File: src/gbc_pkg.sv
package gbc_pkg;

  localparam int unsigned LIMIT_W    = 23;
  localparam int unsigned RATE_W     = 14;
  localparam int unsigned ALPHA_W    = 16;
  localparam int unsigned COUNT_W    = 16;
  localparam int unsigned PHASE_W    = 3;
  localparam int unsigned CFG_IDX_W  = 2;
  localparam int unsigned CFG_DATA_W = 23;

  localparam logic [RATE_W-1:0]  RATE_RST        = 14'd1000;
  localparam logic [ALPHA_W-1:0] ALPHA_RST       = 16'd328;
  localparam logic [LIMIT_W-1:0] GYRO_LIMIT_RST  = 23'd13107;
  localparam logic [LIMIT_W-1:0] ACCEL_LIMIT_RST = 23'd3277;

  typedef enum logic [PHASE_W-1:0] {
    PH_IDLE   = 3'd0,
    PH_START  = 3'd1,
    PH_UPDATE = 3'd2,
    PH_APPLY  = 3'd3,
    PH_SAVE   = 3'd4
  } phase_e;

  typedef enum logic [CFG_IDX_W-1:0] {
    REG_CAL_RATE    = 2'd0,
    REG_BIAS_ALPHA  = 2'd1,
    REG_GYRO_LIMIT  = 2'd2,
    REG_ACCEL_LIMIT = 2'd3
  } cfg_reg_e;

endpackage

File: src/gbc_still_check.sv
module gbc_still_check #(
  parameter int unsigned VEC_W = 25
) (
  input  logic signed [VEC_W-1:0]            vec_x_i,
  input  logic signed [VEC_W-1:0]            vec_y_i,
  input  logic signed [VEC_W-1:0]            vec_z_i,
  input  logic [gbc_pkg::LIMIT_W-1:0]        limit_i,
  output logic                               still_o
);
  import gbc_pkg::*;

  localparam int unsigned CMP_W = (VEC_W > LIMIT_W) ? VEC_W : LIMIT_W;
  localparam int unsigned SQ_W  = 2 * LIMIT_W;
  localparam int unsigned SUM_W = SQ_W + 2;

  logic signed [VEC_W-1:0] comp  [3];
  logic [VEC_W-1:0]        mag   [3];
  logic [CMP_W-1:0]        mag_w [3];
  logic [LIMIT_W-1:0]      mag_n [3];
  logic [SQ_W-1:0]         sq    [3];
  logic [CMP_W-1:0]        lim_w;
  logic [SQ_W-1:0]         lim_sq;
  logic [SUM_W-1:0]        sum;
  logic                    over;

  always_comb begin
    comp[0] = vec_x_i;
    comp[1] = vec_y_i;
    comp[2] = vec_z_i;
    lim_w   = CMP_W'(limit_i);
    lim_sq  = limit_i * limit_i;
    over    = 1'b0;
    for (int i = 0; i < 3; i++) begin
      // magnitude of the most negative value still fits unsigned
      mag[i]   = comp[i][VEC_W-1] ? VEC_W'(-comp[i]) : VEC_W'(comp[i]);
      mag_w[i] = CMP_W'(mag[i]);
      mag_n[i] = mag_w[i][LIMIT_W-1:0];
      sq[i]    = mag_n[i] * mag_n[i];
      over     = over | (mag_w[i] > lim_w);
    end
    sum     = SUM_W'(sq[0]) + SUM_W'(sq[1]) + SUM_W'(sq[2]);
    still_o = !over && (sum < SUM_W'(lim_sq));
  end

endmodule

File: config.mk
export PLATFORM = sky130hd
export DESIGN_NAME = gbc_still_check
export DESIGN_NICKNAME = d
export VERILOG_FILES = /design/src/gbc_pkg.sv /design/src/gbc_still_check.sv
export SDC_FILE = /design/constraint.sdc
export NUM_CORES = 2
export LEC_CHECK = 0
export ABC_AREA = 1
export BUFFER_PORTS_ARGS = -buffer_cell sky130_fd_sc_hd__buf_2
export CORE_UTILIZATION = 30
export DETAILED_ROUTE_END_ITERATION = 12
export PLACE_DENSITY = 0.52
export SLEW_MARGIN = 0
export SYNTH_ARGS = -nofsm -noshare
export SYNTH_HDL_FRONTEND = slang
export SYNTH_SLANG_ARGS = --single-unit
File: constraint.sdc
create_clock -name vclk -period 10
set_input_delay 0 -clock vclk [all_inputs]
set_output_delay 0 -clock vclk [all_outputs]
set_load 0.1 [all_outputs]
Word-level counts from Yosys, hierarchy flattened
Index checks and enable logic that the tools add are counted.
{ "op_classes": {"reduce_logical": 2, "n_lt_le_gt_ge": 4, "muxes": 3, "n_mul": 4, "addsub": 5, "bitwise": 2} }
{ "ops": {"columns": ["operator", "n"], "rows": [
  ["multiplier 23 x 23 -> 46 bit", 4],
  ["> comparator 25 x 23 -> 1 bit", 3],
  ["two-way mux 25 bit", 3],
  ["negator 25 bit", 3],
  ["adder 47 x 46 -> 48 bit", 1],
  ["less-than comparator 48 x 46 -> 1 bit", 1],
  ["adder 46 x 46 -> 47 bit", 1],
  ["OR 1 bit", 2],
  ["logical AND 1 bit", 1],
  ["logical NOT 1 bit", 1]
]} }
{ "totals": {"ff_bits": 0, "word_cells": 20, "out_inout_bits": 1} }

Depth between registers and ports, before layout
{ "depth": {"depth_word": 7, "mapped_depth": 57, "ltp_nobuf": 55} }

Worst setup path before layout
OpenSTA, ideal clock, no wires.
{ "synth_path": {"kind": "input to output", "startpoint": "in vec_x_i[0]", "endpoint": "out still_o", "required_ns": 10.000, "setup_slack_ns": -0.732, "path_buffers": 2, "t_arrival_ns": 10.732, "stages": 46, "cell_sequence": "inv_2 > buf_1 > ha_1 > nand3_2 > nor2_2 > nand3_1 > nand2_1 > xor2_2 > inv_1 > buf_2 > nor2_1 > fa_1 > fa_1 > fa_1 > inv_1 > fa_1 > fa_1 > fa_1 > [10 not listed] > inv_1 > nor4_1 > nand3b_1 > o211ai_1 > a21oi_1 > xor2_1 > ha_1 > nand2_1 > inv_1 > nor2_1 > nand2_1 > nor2_1 > nand4_1 > nor2_1 > nand2_1 > nor2_1 > nand3_1 > nor2_1"} }
{ "synth_via": {"elab_chain_len": 7, "elab_cells_between_ends": 11} }
{ "synth_rtl": {"columns": ["item", "line", "source"], "rows": [
  ["from (decl)", "gbc_still_check.sv:4", "input logic signed [VEC_W-1:0] vec_x_i,"],
  ["negator 25 bit", "gbc_still_check.sv:35", "mag[i] = comp[i][VEC_W-1] ? VEC_W'(-comp[i]) : VEC_W'(comp[i]);"],
  ["two-way mux 25 bit (*)", "gbc_still_check.sv:35", null],
  ["multiplier 23 x 23 -> 46 bit / > comparator 25 x 23 -> 1 bit (equally long branches)", "gbc_still_check.sv:38, gbc_still_check.sv:39", null],
  ["adder 46 x 46 -> 47 bit / OR 1 bit (equally long branches)", "gbc_still_check.sv:41, gbc_still_check.sv:39", null],
  ["adder 47 x 46 -> 48 bit / OR 1 bit (equally long branches)", "gbc_still_check.sv:41, gbc_still_check.sv:39", null],
  ["less-than comparator 48 x 46 -> 1 bit / logical NOT 1 bit (equally long branches)", "gbc_still_check.sv:42", "still_o = !over && (sum < SUM_W'(lim_sq));"],
  ["logical AND 1 bit (*)", "gbc_still_check.sv:42", null],
  ["to (decl)", "gbc_still_check.sv:8", "output logic still_o"]
]} }
Mark *: on every way between the ends. The rest lies on a longest branch, timed or not.

Final worst setup path
{ "layout_path": {"startpoint": "in vec_z_i[0]", "endpoint": "out still_o"} }
{ "layout_via": {"elab_chain_len": 6, "elab_cells_between_ends": 9} }
{ "layout_rtl": {"columns": ["item", "line", "source"], "rows": [
  ["from (decl)", "gbc_still_check.sv:6", "input logic signed [VEC_W-1:0] vec_z_i,"],
  ["negator 25 bit", "gbc_still_check.sv:35", null],
  ["two-way mux 25 bit (*)", "gbc_still_check.sv:35", null],
  ["multiplier 23 x 23 -> 46 bit / > comparator 25 x 23 -> 1 bit (equally long branches)", "gbc_still_check.sv:38, gbc_still_check.sv:39", null],
  ["adder 47 x 46 -> 48 bit / OR 1 bit (equally long branches)", "gbc_still_check.sv:41, gbc_still_check.sv:39", null],
  ["less-than comparator 48 x 46 -> 1 bit / logical NOT 1 bit (equally long branches)", "gbc_still_check.sv:42", null],
  ["logical AND 1 bit (*)", "gbc_still_check.sv:42", null]
]} }
Marks and branches as above.

==> out/results.txt <==
status: finished, violations left
failing checks: negative setup slack
slowest stage cell, crit path: fa_1
Max Clock Freq: 96.5 MHz
hold slack: 0.943 ns
Total GRT Usage: 0.201
unrepaired setup endpoints after global routing: true
DR iter-0 viols: 3246
HP Start: vec_x_i[23]
Row Count: 172
post-layout util: 0.359
Metal-1 WL: 90800 um
Seq. cell area: 0 sq um
YS warnings: 0
drc violations: 0
Die Area: 0.225 sq mm
Final Max Tran Viols: 0
starting density of the core: 0.303
wire length per cell: 18.4 um
CP required: 10.00 ns
flip-flop and latch count: 0
Synthesized Nets: 10500
first-pass GRT wire length: 340000 um
Final Wtd Congestion: 0.968
synth unique cells: 58
initial antenna violation count: 19
Fillers: 23000
Worst setup EP type: primary output
Yosys top cell by area: fa_1
Syn Std Cell Area: 0.0669 sq mm
MaxCap Viol Count: 0
final WL: 218000 um
Place WS: -1.11 ns
vias: 52200
core area: 0.221 sq mm
grt ovf: 0
CP startpoint kind: input port
Critical Path Most Common Cell: fa_1
vias in the first global route: 58200
Via density: 4.39
# hold bufs at CTS: 0
top sig layer: met5
max_slew headroom: 0.174
Arr. time, crit path: 10.36 ns
post-synthesis cell count: 7967
multi-input combinational cell area: 0.0563 sq mm
Hold Path Stages: 12
CP delay by family, top: adder cells
Nets: 11500
sequential-to-total area share from yosys stat: 0
worst hold path endpoint: still_o
Setup-failing EPs final: 1
Die Height: 474 um
Area Overhead vs Synth: 18.5%
TritonRoute pass-1 iters: 5
Worst Max-Slew Pin Slew: 1.23 ns
Post-DRT Antenna Nets: 0
Final Hold Fails: 0
most frequent cells in the layout: inv_1 (2755), fa_1 (1709), nand2_1 (1088), buf_4 (955), ha_1 (724)
Max FO, Critical Path: 8
IO buf count: 99
share of cells above drive strength 1: 0.156
I/O Pins: 99
Final WS setup: -0.363 ns
Worst Path Buf+Inv: 13
leading cell type in the layout, fill and taps excluded: inv_1
period utilisation layout: 1.04
HP Class: in2out
crit path time final: 10.36 ns
largest net degree at the start of global routing: 26
Die Wd: 474 um
met2 wire len: 106000 um
# clk buffers: 0
CP Class: in2out
dpl hpwl: 201000 um
Slowest Stage Delay on Critical Path: 0.55 ns
synth top area cells: fa_1 (52%), inv_1 (16%), ha_1 (14%)
syn_area_per_cell: 8.39 sq um
metal3 WL: 11700 um
Yosys top cell area share: 0.517
cell type report:
cell class         count  share of cell area
multi-input cells   4994               0.710
inverters           2812               0.134
repair buffers      1109               0.109
well taps           2958              0.0467
diodes                 6            0.000189
tightest hold or removal path: stages:
cell     delay, ns
buf_2         0.19
inv_1         0.08
nand2_1       0.05
nand2_1       0.05
inv_1         0.03
nand4_1       0.08
nor2_1        0.04
nand2_1       0.04
nor2_1        0.04
nand3_1       0.12
nor2_4        0.05
buf_12        0.16
Yosys cell counts, types with 3 or more instances:
| cell | instances |
|---|---|
| o21ai_2 | 5 |
| or2_2 | 13 |
| o21ai_0 | 93 |
| fa_1 | 1728 |
| and3_1 | 4 |
| o21a_1 | 13 |
| nand2_2 | 13 |
| xor2_1 | 86 |
| a21oi_2 | 3 |
| inv_2 | 25 |
| buf_2 | 51 |
| a21boi_0 | 4 |
| clkinv_1 | 9 |
| buf_6 | 10 |
| o211ai_1 | 10 |
| ha_1 | 743 |
| nor4_1 | 11 |
| o2111ai_1 | 4 |
| nor2_1 | 652 |
| buf_4 | 4 |
| xnor2_1 | 51 |
| a211oi_1 | 7 |
| o21bai_1 | 24 |
| nand2_1 | 1109 |
| or2_1 | 3 |
| buf_1 | 6 |
| a31oi_1 | 10 |
| nand3_2 | 3 |
| inv_1 | 2776 |
| nand4_1 | 27 |
| a21oi_1 | 162 |
| clkbuf_1 | 89 |
| a21o_1 | 7 |
| nand3b_1 | 9 |
| nand4_2 | 3 |
| nor2_2 | 23 |
| o21ai_1 | 8 |
| a31o_2 | 6 |
| nand3_1 | 91 |
| and2_1 | 3 |
| nor3_1 | 29 |
| xor2_2 | 6 |
| nand2_4 | 4 |
| nor2_4 | 10 |
stage by stage:
step / TNS, ns / area (sq um) / instances
after CTS: -0.306 / 79100 / 11900
after global routing: -0.910 / 79200 / 11900
after global placement: -1.23 / 77900 / 11800
after detailed placement: -1.11 / 77900 / 11800
final: -0.363 / 79200 / 11900
after floorplan: 0 / 66900 / 7967
cell families (layout without fill, tap and decap cells):
group / count (synthesis) / count (layout) / share of synthesized area
AOI/OAI and AO/OA: 363 / 363 / 0.0313
and+or+nand+nor: 2013 / 2013 / 0.122
adders and majority gates: 2471 / 2471 / 0.657
xor gates and xnor gates: 146 / 146 / 0.0205
other: 1 / 7 / 0.0000561
buffers and inverters: 2973 / 3921 / 0.170
worst max-delay path by stage:
| stage | from | to | slack, ns | cells past startpoint |
|---|---|---|---|---|
| finish | vec_z_i[0] | still_o | -0.36 | 44 |
| global route | vec_x_i[1] | still_o | -0.91 | 51 |
| CTS | vec_z_i[1] | still_o | -0.31 | 52 |
| detailed placement | vec_z_i[0] | still_o | -1.11 | 50 |
| global placement | vec_z_i[0] | still_o | -1.23 | 50 |
| floorplan | vec_x_i[0] | still_o | 0.13 | 46 |
repair_timing:
action / CTS / global route
endpoints found under the setup margin: 1 / 1
gates cloned: 0 / 0
buffers inserted: 40 / 1
pin swaps: 96 / 7
hold endpoints to repair: 0 / 0
gates resized for setup: 222 / 26
metal layers:
metal / up-vias / track usage
met1: 26400 / 0.258
met3: 260 / 0.0240
li1: 24300 / -
met2: 1255 / 0.346
met4: 8 / 0.0707
met5: - / 0
Power is left out: the tool's default activity adds up to more than one toggle a clock period on the data nets, which glitch-free logic cannot reach.
